`config.mk`:
```
export PLATFORM = sky130hd
export DESIGN_NAME = line_pixel_generator
export DESIGN_NICKNAME = d
export VERILOG_FILES = /design/src/rtl/lpg_pkg.sv /design/src/rtl/lpg_front.sv /design/src/rtl/lpg_queue.sv /design/src/rtl/lpg_back.sv /design/src/rtl/line_pixel_generator.sv
export SDC_FILE = /design/constraint.sdc
export NUM_CORES = 1
export LEC_CHECK = 0
export BUFFER_PORTS_ARGS = -buffer_cell sky130_fd_sc_hd__buf_2
export CORE_MARGIN = 2
export CORE_UTILIZATION = 61
export DETAILED_ROUTE_END_ITERATION = 6
export PLACE_DENSITY = 0.87
export SLEW_MARGIN = 20
export SYNTH_ARGS = -nofsm -noshare
export SYNTH_HDL_FRONTEND = slang
export SYNTH_SLANG_ARGS = --single-unit
```
`constraint.sdc`:
```
create_clock -name aclk -period 14.3 [get_ports aclk]
set_clock_uncertainty 0.1 [all_clocks]
set_input_delay 1.43 -clock aclk [delete_from_list [all_inputs] [get_ports aclk]]
set_output_delay 1.43 -clock aclk [all_outputs]
set_load 0.02 [all_outputs]
```
`src/rtl/lpg_pkg.sv`:
```
// ----------------------------------------------------------------------------
// lpg_pkg
// Shared constants, codes and types of the line pixel generator.
// ----------------------------------------------------------------------------
package lpg_pkg;

    localparam int COORD_BITS_DEFAULT = 12;
    localparam int CFG_DATA_W         = 12;
    localparam int CFG_ADDR_W         = 2;
    localparam int SCREEN_W           = 14;
    localparam int COLOUR_W           = 24;
    localparam int CHAN_W             = 8;
    localparam int QUEUE_DEPTH        = 2;

    localparam logic [CFG_DATA_W-1:0] CENTRE_X_RESET = 12'd512;
    localparam logic [CFG_DATA_W-1:0] CENTRE_Y_RESET = 12'd384;

    // configuration register indexes
    localparam logic [CFG_ADDR_W-1:0] CFG_CENTRE_X = 2'd0;
    localparam logic [CFG_ADDR_W-1:0] CFG_CENTRE_Y = 2'd1;

    // command codes
    localparam logic CMD_START = 1'b0;
    localparam logic CMD_STEP  = 1'b1;

    typedef struct packed {
        logic                  en;
        logic [CFG_ADDR_W-1:0] addr;
        logic [CFG_DATA_W-1:0] data;
    } cfg_write_t;

    typedef struct packed {
        logic full;
        logic empty;
    } queue_status_t;

    // queued item: colour, degenerate, dirs, spans, endpoints, start point, cmd
    function automatic int item_width(input int coord_bits);
        return 6 * coord_bits + COLOUR_W + 4;
    endfunction

endpackage

```
`src/rtl/lpg_front.sv`:
```
// ----------------------------------------------------------------------------
// lpg_front
// Accepts input items, works out spans, directions and the degenerate flag
// of a start item, and pushes the classified item into the queue.
// ----------------------------------------------------------------------------
module lpg_front
    import lpg_pkg::*;
#(
    parameter int COORD_BITS = COORD_BITS_DEFAULT
) (
    input  logic                               s_valid,
    output logic                               s_ready,
    input  logic                               s_cmd,
    input  logic signed [COORD_BITS-1:0]       s_start_x,
    input  logic signed [COORD_BITS-1:0]       s_start_y,
    input  logic signed [COORD_BITS-1:0]       s_end_x,
    input  logic signed [COORD_BITS-1:0]       s_end_y,
    input  logic        [COLOUR_W-1:0]         s_colour,
    input  queue_status_t                      q_status,
    output logic                               push,
    output logic [item_width(COORD_BITS)-1:0]  push_data
);

    logic signed [COORD_BITS:0]   diff_x;
    logic signed [COORD_BITS:0]   diff_y;
    logic        [COORD_BITS:0]   abs_x;
    logic        [COORD_BITS:0]   abs_y;
    logic        [COORD_BITS-1:0] span_x;
    logic        [COORD_BITS-1:0] span_y;
    logic                         dir_x;
    logic                         dir_y;
    logic                         degenerate;

    assign diff_x = (COORD_BITS+1)'(s_end_x) - (COORD_BITS+1)'(s_start_x);
    assign diff_y = (COORD_BITS+1)'(s_end_y) - (COORD_BITS+1)'(s_start_y);

    assign abs_x  = diff_x[COORD_BITS] ? -diff_x : diff_x;
    assign abs_y  = diff_y[COORD_BITS] ? -diff_y : diff_y;
    assign span_x = abs_x[COORD_BITS-1:0];
    assign span_y = abs_y[COORD_BITS-1:0];

    // negative unless start lies strictly below end on that axis
    assign dir_x = diff_x[COORD_BITS] || (diff_x == '0);
    assign dir_y = diff_y[COORD_BITS] || (diff_y == '0);

    assign degenerate = (diff_x == '0) && (diff_y == '0);

    assign s_ready   = !q_status.full;
    assign push      = s_valid && s_ready;
    assign push_data = {s_colour, degenerate, dir_y, dir_x, span_y, span_x,
                        s_end_y, s_end_x, s_start_y, s_start_x, s_cmd};

endmodule

```
`src/rtl/lpg_queue.sv`:
```
// ----------------------------------------------------------------------------
// lpg_queue
// Short register queue between the front and the back.
// ----------------------------------------------------------------------------
module lpg_queue
    import lpg_pkg::*;
#(
    parameter int DATA_W = item_width(COORD_BITS_DEFAULT)
) (
    input  logic              aclk,
    input  logic              aresetn,
    input  logic              push,
    input  logic [DATA_W-1:0] push_data,
    input  logic              pop,
    output logic [DATA_W-1:0] pop_data,
    output queue_status_t     q_status
);

    localparam int PTR_W = (QUEUE_DEPTH > 1) ? $clog2(QUEUE_DEPTH) : 1;
    localparam int CNT_W = $clog2(QUEUE_DEPTH + 1);

    logic [DATA_W-1:0] mem_reg [QUEUE_DEPTH];
    logic [PTR_W-1:0]  wr_ptr_reg, wr_ptr_next;
    logic [PTR_W-1:0]  rd_ptr_reg, rd_ptr_next;
    logic [CNT_W-1:0]  count_reg, count_next;

    always_comb begin
        wr_ptr_next = wr_ptr_reg;
        rd_ptr_next = rd_ptr_reg;
        count_next  = count_reg;
        if (push) begin
            wr_ptr_next = (wr_ptr_reg == PTR_W'(QUEUE_DEPTH - 1)) ? '0
                                                                  : wr_ptr_reg + 1'b1;
        end
        if (pop) begin
            rd_ptr_next = (rd_ptr_reg == PTR_W'(QUEUE_DEPTH - 1)) ? '0
                                                                  : rd_ptr_reg + 1'b1;
        end
        if (push && !pop) begin
            count_next = count_reg + 1'b1;
        end else if (pop && !push) begin
            count_next = count_reg - 1'b1;
        end
    end

    always_ff @(posedge aclk) begin
        if (!aresetn) begin
            wr_ptr_reg <= '0;
            rd_ptr_reg <= '0;
            count_reg  <= '0;
        end else begin
            wr_ptr_reg <= wr_ptr_next;
            rd_ptr_reg <= rd_ptr_next;
            count_reg  <= count_next;
        end
    end

    always_ff @(posedge aclk) begin
        if (push) begin
            mem_reg[wr_ptr_reg] <= push_data;
        end
    end

    assign pop_data       = mem_reg[rd_ptr_reg];
    assign q_status.full  = (count_reg == CNT_W'(QUEUE_DEPTH));
    assign q_status.empty = (count_reg == '0);

endmodule

```
`src/rtl/lpg_back.sv`:
```
// ----------------------------------------------------------------------------
// lpg_back
// Line state and stepper: takes one queued item a cycle while not stalled,
// advances the Bresenham point and loads the result into the output register.
// ----------------------------------------------------------------------------
module lpg_back
    import lpg_pkg::*;
#(
    parameter int COORD_BITS = COORD_BITS_DEFAULT
) (
    input  logic                              aclk,
    input  logic                              aresetn,
    input  cfg_write_t                        cfg,
    input  logic [item_width(COORD_BITS)-1:0] pop_data,
    input  queue_status_t                     q_status,
    output logic                              pop,
    output logic                              m_valid,
    input  logic                              m_ready,
    output logic                              m_pixel_valid,
    output logic signed [SCREEN_W-1:0]        m_screen_x,
    output logic signed [SCREEN_W-1:0]        m_screen_y,
    output logic [CHAN_W-1:0]                 m_red,
    output logic [CHAN_W-1:0]                 m_green,
    output logic [CHAN_W-1:0]                 m_blue,
    output logic                              m_last
);

    localparam int ERR_W   = COORD_BITS + 2;
    localparam int TWICE_W = COORD_BITS + 3;
    localparam int SUM_W   = ((COORD_BITS > CFG_DATA_W) ? COORD_BITS : CFG_DATA_W) + 2;

    // queue head fields
    logic                         h_cmd;
    logic signed [COORD_BITS-1:0] h_start_x, h_start_y, h_end_x, h_end_y;
    logic        [COORD_BITS-1:0] h_span_x, h_span_y;
    logic                         h_dir_x, h_dir_y, h_degenerate;
    logic        [COLOUR_W-1:0]   h_colour;

    assign {h_colour, h_degenerate, h_dir_y, h_dir_x, h_span_y, h_span_x,
            h_end_y, h_end_x, h_start_y, h_start_x, h_cmd} = pop_data;

    // configuration
    logic [CFG_DATA_W-1:0] centre_x_reg, centre_y_reg;

    // line state
    logic signed [COORD_BITS-1:0] point_x_reg, point_y_reg;
    logic signed [COORD_BITS-1:0] target_x_reg, target_y_reg;
    logic signed [ERR_W-1:0]      err_reg;
    logic        [COORD_BITS-1:0] span_x_reg, span_y_reg;
    logic                         dir_x_reg, dir_y_reg;
    logic        [COLOUR_W-1:0]   colour_reg;
    logic                         active_reg, active_next;

    // output register
    logic                       out_valid_reg, out_valid_next;
    logic                       pix_valid_reg;
    logic signed [SCREEN_W-1:0] screen_x_reg, screen_y_reg;
    logic [CHAN_W-1:0]          red_reg, green_reg, blue_reg;
    logic                       last_reg;

    // step arithmetic
    logic signed [TWICE_W-1:0]    twice, span_x_w, span_y_w, neg_span_y;
    logic                         move_x, move_y;
    logic signed [ERR_W-1:0]      err_step;
    logic signed [COORD_BITS-1:0] step_x, step_y;
    logic                         fin;

    assign twice      = {err_reg, 1'b0};
    assign span_x_w   = $signed({3'b000, span_x_reg});
    assign span_y_w   = $signed({3'b000, span_y_reg});
    assign neg_span_y = -span_y_w;
    assign move_x     = twice > neg_span_y;
    assign move_y     = twice < span_x_w;

    always_comb begin
        err_step = err_reg;
        step_x   = point_x_reg;
        step_y   = point_y_reg;
        if (move_x) begin
            err_step = err_step - $signed({2'b00, span_y_reg});
            step_x   = dir_x_reg ? point_x_reg - COORD_BITS'(1)
                                 : point_x_reg + COORD_BITS'(1);
        end
        if (move_y) begin
            err_step = err_step + $signed({2'b00, span_x_reg});
            step_y   = dir_y_reg ? point_y_reg - COORD_BITS'(1)
                                 : point_y_reg + COORD_BITS'(1);
        end
    end

    assign fin = (step_x == target_x_reg) && (step_y == target_y_reg);

    // result selection
    logic                         is_start;
    logic                         emit_pixel;
    logic signed [COORD_BITS-1:0] emit_x, emit_y;
    logic [COLOUR_W-1:0]          emit_colour;
    logic                         emit_last;
    logic [SUM_W-1:0]             sum_x, sum_y;

    assign is_start = (h_cmd == CMD_START);

    always_comb begin
        if (is_start) begin
            emit_pixel  = 1'b1;
            emit_x      = h_end_x;
            emit_y      = h_end_y;
            emit_colour = h_colour;
            emit_last   = h_degenerate;
            active_next = !h_degenerate;
        end else if (active_reg) begin
            emit_pixel  = 1'b1;
            emit_x      = point_x_reg;
            emit_y      = point_y_reg;
            emit_colour = colour_reg;
            emit_last   = fin;
            active_next = !fin;
        end else begin
            emit_pixel  = 1'b0;
            emit_x      = '0;
            emit_y      = '0;
            emit_colour = '0;
            emit_last   = 1'b0;
            active_next = 1'b0;
        end
    end

    assign sum_x = SUM_W'(emit_x) + SUM_W'(centre_x_reg);
    assign sum_y = SUM_W'(centre_y_reg) - SUM_W'(emit_y);

    assign pop = !q_status.empty && (!out_valid_reg || m_ready);

    always_comb begin
        out_valid_next = out_valid_reg;
        if (pop) begin
            out_valid_next = 1'b1;
        end else if (m_ready) begin
            out_valid_next = 1'b0;
        end
    end

    always_ff @(posedge aclk) begin
        if (!aresetn) begin
            centre_x_reg  <= CENTRE_X_RESET;
            centre_y_reg  <= CENTRE_Y_RESET;
            active_reg    <= 1'b0;
            out_valid_reg <= 1'b0;
        end else begin
            if (cfg.en) begin
                unique case (cfg.addr)
                    CFG_CENTRE_X: centre_x_reg <= cfg.data;
                    CFG_CENTRE_Y: centre_y_reg <= cfg.data;
                    default: ;
                endcase
            end
            if (pop) begin
                active_reg <= active_next;
            end
            out_valid_reg <= out_valid_next;
        end
    end

    always_ff @(posedge aclk) begin
        if (pop) begin
            if (is_start) begin
                point_x_reg  <= h_start_x;
                point_y_reg  <= h_start_y;
                target_x_reg <= h_end_x;
                target_y_reg <= h_end_y;
                span_x_reg   <= h_span_x;
                span_y_reg   <= h_span_y;
                err_reg      <= $signed({2'b00, h_span_x}) - $signed({2'b00, h_span_y});
                dir_x_reg    <= h_dir_x;
                dir_y_reg    <= h_dir_y;
                colour_reg   <= h_colour;
            end else if (active_reg) begin
                point_x_reg <= step_x;
                point_y_reg <= step_y;
                err_reg     <= err_step;
            end
            pix_valid_reg <= emit_pixel;
            screen_x_reg  <= emit_pixel ? sum_x[SCREEN_W-1:0] : '0;
            screen_y_reg  <= emit_pixel ? sum_y[SCREEN_W-1:0] : '0;
            red_reg       <= emit_colour[2*CHAN_W +: CHAN_W];
            green_reg     <= emit_colour[CHAN_W +: CHAN_W];
            blue_reg      <= emit_colour[0 +: CHAN_W];
            last_reg      <= emit_last;
        end
    end

    assign m_valid       = out_valid_reg;
    assign m_pixel_valid = pix_valid_reg;
    assign m_screen_x    = screen_x_reg;
    assign m_screen_y    = screen_y_reg;
    assign m_red         = red_reg;
    assign m_green       = green_reg;
    assign m_blue        = blue_reg;
    assign m_last        = last_reg;

endmodule

```
`src/rtl/line_pixel_generator.sv`:
```
// ----------------------------------------------------------------------------
// line_pixel_generator
// Bresenham line rasteriser producing one result per start or step command.
// ----------------------------------------------------------------------------
// Usage:
//   Input channel (s_valid/s_ready): a start command (s_cmd = 0) latches both
//   endpoints and the colour and returns the end pixel; each step command
//   (s_cmd = 1) returns the current point and advances it. A step with no
//   line in progress returns a result with m_pixel_valid low and zero fields.
//   Output channel (m_valid/m_ready): exactly one result per command, in
//   order; m_last marks the final pixel of a line.
//   Configuration: cfg_wr_en/cfg_addr/cfg_wdata write centre_x (index 0) and
//   centre_y (index 1); write only while the block is idle.
// Timing:
//   Each item is registered in the queue, then in the output register.
//   Throughput is one item per cycle unless the receiver stalls, set by the
//   combinational back-end add/compare step on the registered line state.
//   When the receiver stalls, the result holds in the output register and the
//   two-entry queue absorbs up to two further items before s_ready drops.
// Reset: aresetn (synchronous, active low) empties the queue and output
//   register, drops any line and restores centre_x = 512, centre_y = 384.
// ----------------------------------------------------------------------------
module line_pixel_generator
    import lpg_pkg::*;
#(
    parameter int COORD_BITS = COORD_BITS_DEFAULT
) (
    input  logic                         aclk,
    input  logic                         aresetn,
    input  logic                         cfg_wr_en,
    input  logic [CFG_ADDR_W-1:0]        cfg_addr,
    input  logic [CFG_DATA_W-1:0]        cfg_wdata,
    input  logic                         s_valid,
    output logic                         s_ready,
    input  logic                         s_cmd,
    input  logic signed [COORD_BITS-1:0] s_start_x,
    input  logic signed [COORD_BITS-1:0] s_start_y,
    input  logic signed [COORD_BITS-1:0] s_end_x,
    input  logic signed [COORD_BITS-1:0] s_end_y,
    input  logic [COLOUR_W-1:0]          s_colour,
    output logic                         m_valid,
    input  logic                         m_ready,
    output logic                         m_pixel_valid,
    output logic signed [SCREEN_W-1:0]   m_screen_x,
    output logic signed [SCREEN_W-1:0]   m_screen_y,
    output logic [CHAN_W-1:0]            m_red,
    output logic [CHAN_W-1:0]            m_green,
    output logic [CHAN_W-1:0]            m_blue,
    output logic                         m_last
);

    localparam int ITEM_W = item_width(COORD_BITS);

    cfg_write_t        cfg;
    queue_status_t     q_status;
    logic              push;
    logic [ITEM_W-1:0] push_data;
    logic              pop;
    logic [ITEM_W-1:0] pop_data;

    assign cfg.en   = cfg_wr_en;
    assign cfg.addr = cfg_addr;
    assign cfg.data = cfg_wdata;

    lpg_front #(
        .COORD_BITS (COORD_BITS)
    ) u_front (
        .s_valid    (s_valid),
        .s_ready    (s_ready),
        .s_cmd      (s_cmd),
        .s_start_x  (s_start_x),
        .s_start_y  (s_start_y),
        .s_end_x    (s_end_x),
        .s_end_y    (s_end_y),
        .s_colour   (s_colour),
        .q_status   (q_status),
        .push       (push),
        .push_data  (push_data)
    );

    lpg_queue #(
        .DATA_W     (ITEM_W)
    ) u_queue (
        .aclk       (aclk),
        .aresetn    (aresetn),
        .push       (push),
        .push_data  (push_data),
        .pop        (pop),
        .pop_data   (pop_data),
        .q_status   (q_status)
    );

    lpg_back #(
        .COORD_BITS (COORD_BITS)
    ) u_back (
        .aclk          (aclk),
        .aresetn       (aresetn),
        .cfg           (cfg),
        .pop_data      (pop_data),
        .q_status      (q_status),
        .pop           (pop),
        .m_valid       (m_valid),
        .m_ready       (m_ready),
        .m_pixel_valid (m_pixel_valid),
        .m_screen_x    (m_screen_x),
        .m_screen_y    (m_screen_y),
        .m_red         (m_red),
        .m_green       (m_green),
        .m_blue        (m_blue),
        .m_last        (m_last)
    );

endmodule

```
==> reports/results.ini <==
[synthesis]
syn_area_sq_um = 21630
synth.most_common_cell = edfxtp_1
yosys_register_bits = 397
synth_area_leader_cell = edfxtp_1
netlist.area_leader.share = 0.5082
async_reset_ff_frac = 0
synthTopCellsByCount = edfxtp_1 (366), nand2_1 (193), ha_1 (137)
synth_cells = 1888
ys_top_cells_by_area = edfxtp_1 (51%), ha_1 (7.9%), mux2_2 (3.5%)
ys_seq_area_frac = 0.5369
dominantRegCellSynth = edfxtp_1
synth_cell_type_count = 80
avgSynthCellArea_sq_um = 11.45
mappedNetlistNets = 2126
synth_warnings = 0
synth-edff-count = 366

[timing]
post-route-period-util = 0.4562
worst_pin_slew_ns = 1.064
timing.fmax_ghz = 0.1533
fin_ws_ns = 7.776
slew_viol_final = 0
rsz0062_at_grt = no
fin_setup_tns_ns = 0
finalHoldViolCount = 0
finalSetupViolCount = 0
relSlewSlack = 0.2876
fin_crit_ns = 6.524

[drt]
vias = 15902
drc = 0
first_iter_violations = 1638
firstDrtPassIters = 6
via_per_inst = 6.303
wl_per_cell_microns = 21.57
antenna_left = 0
drt_wl_total_microns = 54430

[power]
power_density_nw_per_um2 = 238.2
leakage_uw = 0.009509
peakVddDrop_uv = 252.3

[clocking]
postCtsSetupBuffers = 0
cts_resized = 0
cts.path.max_buffers = 3
cts_tree = done
clock_latency_ns = 0.55
cts_root_buffer = clkbuf_16
htreeDepth = 2
path_clk_slew_ns = 0.06
cts_buffers = 42
cts.sinks = 397
ctsHoldBuffers = 0

[setup_path]
worstSetupEndpoint = u_back.err_reg[11]
end_kind = flop
ff2ff_setup_slack_ns = 7.78
cp-startpoint = u_back.span_y_reg[1]
worst-path-max-fanout = 45
crit_slowest_cell = or4_1
cp.arrival_ns = 6.81
critPathLaunchType = flop
path_class = flop to flop
rr_startpoint = u_back.span_y_reg[1]
worstReg2RegEnd = u_back.err_reg[11]
ff2ff_path_depth = 26
slowest_delay_ns = 0.57
cp_common_cell = o21ai_0
cp.required_ns = 14.58

[min_path]
whs_path_depth = 2
hp-class = flop to flop

[grt]
grt_pass1_vias = 15667
grt.overflow.total = 0
grt_max_degree = 73
grt_util_all_layers = 0.2950
grt_first_pass_wirelength_microns = 83520
grt_antenna_before_repair = 1

[layout]
syn_to_final_growth_pct = 12.17
largest_reg_flops = 200
drive_gt1_frac = 0.1547
final_nets = 2274
fillers = 2342
antennaDiodeCount = 0

[die]
die-area_sq_um = 36980
core_area_sq_um = 34710
start_util = 0.6230
die_h_microns = 192.3
io_pins = 148
die_w_microns = 192.3
rows = 68

[placed_design]
dp_slack_ns = 7.917
port_buffers = 147
hpwl_microns = 38240
gp_congestion = 0.9301

[flow_run]
drv_cap = 0

[status]
status = complete, no violations

-- routing by layer --
metal | GRT usage | part of all wire
met1 | 0.3942 | 0.38
met2 | 0.4863 | 0.47
met3 | 0.05583 | 0.11
met4 | 0.1013 | 0.037
met5 | 0 | 0
-- cell families after synthesis --
kind of cell	after synthesis	share of synthesized area
buf+inv	192	0.03344
flops	397	0.5369
fa+ha+maj	146	0.08759
simple gates	543	0.1203
compound gates	370	0.1126
mux	111	0.05531
xor+xnor	129	0.05386
-- how the worst min path moves through the flow --
stage | from | endpoint | slack [ns]
after CTS | u_back.centre_x_reg[2] | u_back.centre_x_reg[2] | 0.38
after global placement | u_back.centre_y_reg[0] | u_back.centre_y_reg[0] | 0.36
after floorplan | u_back.centre_y_reg[0] | u_back.centre_y_reg[0] | 0.34
after global routing | u_back.centre_y_reg[2] | u_back.centre_y_reg[2] | 0.41
after detailed placement | u_back.centre_x_reg[3] | u_back.centre_x_reg[3] | 0.37
final | u_back.centre_x_reg[2] | u_back.centre_x_reg[2] | 0.38
-- cell type report --
| class | instances | area, sq um | area share |
|---|---|---|---|
| Clock buffer | 55 | 1145 | 0.04719 |
| Multi-Input combinational cell | 1299 | 9343 | 0.3851 |
| Tap cell | 455 | 569.3 | 0.02347 |
| Sequential cell | 397 | 11610 | 0.4788 |
| Clock inverter | 21 | 231.5 | 0.009541 |
| Timing Repair Buffer | 163 | 855.8 | 0.03528 |
| Inverter | 133 | 500.5 | 0.02063 |
-- critical path, delay by kind of cell (launching register included) --
family,cells,cell delay (ns)
multiplexers,1,0.41
flip-flops,1,0.42
adder cells (fa/ha/maj),3,0.79
AO/OA/AOI/OAI,13,2.58
XOR/XNOR,1,0.16
buffers and inverters,4,0.77
AND/OR/NAND/NOR,4,1.11
-- layout by cell type, fill, tap and decap left out, types with 8 or more instances in the layout --
| cell | instances |
|---|---|
| nand4_1 | 8 |
| a21boi_0 | 26 |
| and3_1 | 21 |
| buf_2 | 147 |
| xor2_1 | 40 |
| a21oi_1 | 94 |
| dfxtp_1 | 30 |
| a211oi_1 | 31 |
| mux2_2 | 68 |
| o21bai_1 | 10 |
| nor3_1 | 46 |
| a21o_1 | 19 |
| clkbuf_16 | 44 |
| xnor2_1 | 86 |
| fa_1 | 9 |
| inv_1 | 132 |
| o211ai_1 | 13 |
| nor2b_1 | 33 |
| edfxtp_1 | 366 |
| a31oi_1 | 12 |
| clkbuf_1 | 9 |
| buf_4 | 16 |
| ha_1 | 137 |
| o21a_1 | 13 |
| and2_1 | 15 |
| nand2_1 | 193 |
| o21ai_0 | 69 |
| o21ai_1 | 11 |
| nor2_1 | 92 |
| nand2b_1 | 20 |
| mux2i_1 | 42 |
| nand3_1 | 61 |
-- power by group --
group          leakage [uW]  total [uW]  switching, uW  internal, uW
clock network      0.000664        1090            452           641
logic               0.00516        2770           1730          1050
registers           0.00369        1910            192          1720
-- per-stage QoR --
step | power [uW] | hold WS (ns) | instance area, sq um | utilization | instances
final | 5780 | 0.3760 | 24260 | 0.6989 | 2523
after global routing | 6093 | 0.4055 | 24260 | 0.6989 | 2523
after CTS | 5726 | 0.3794 | 24260 | 0.6988 | 2523
after detailed placement | 4604 | 0.3711 | 22880 | 0.6592 | 2447
after global placement | 4456 | 0.3561 | 22880 | 0.6592 | 2447
after floorplan | 3876 | 0.3435 | 21630 | - | 1888
Power figures use the tool's default switching activity.
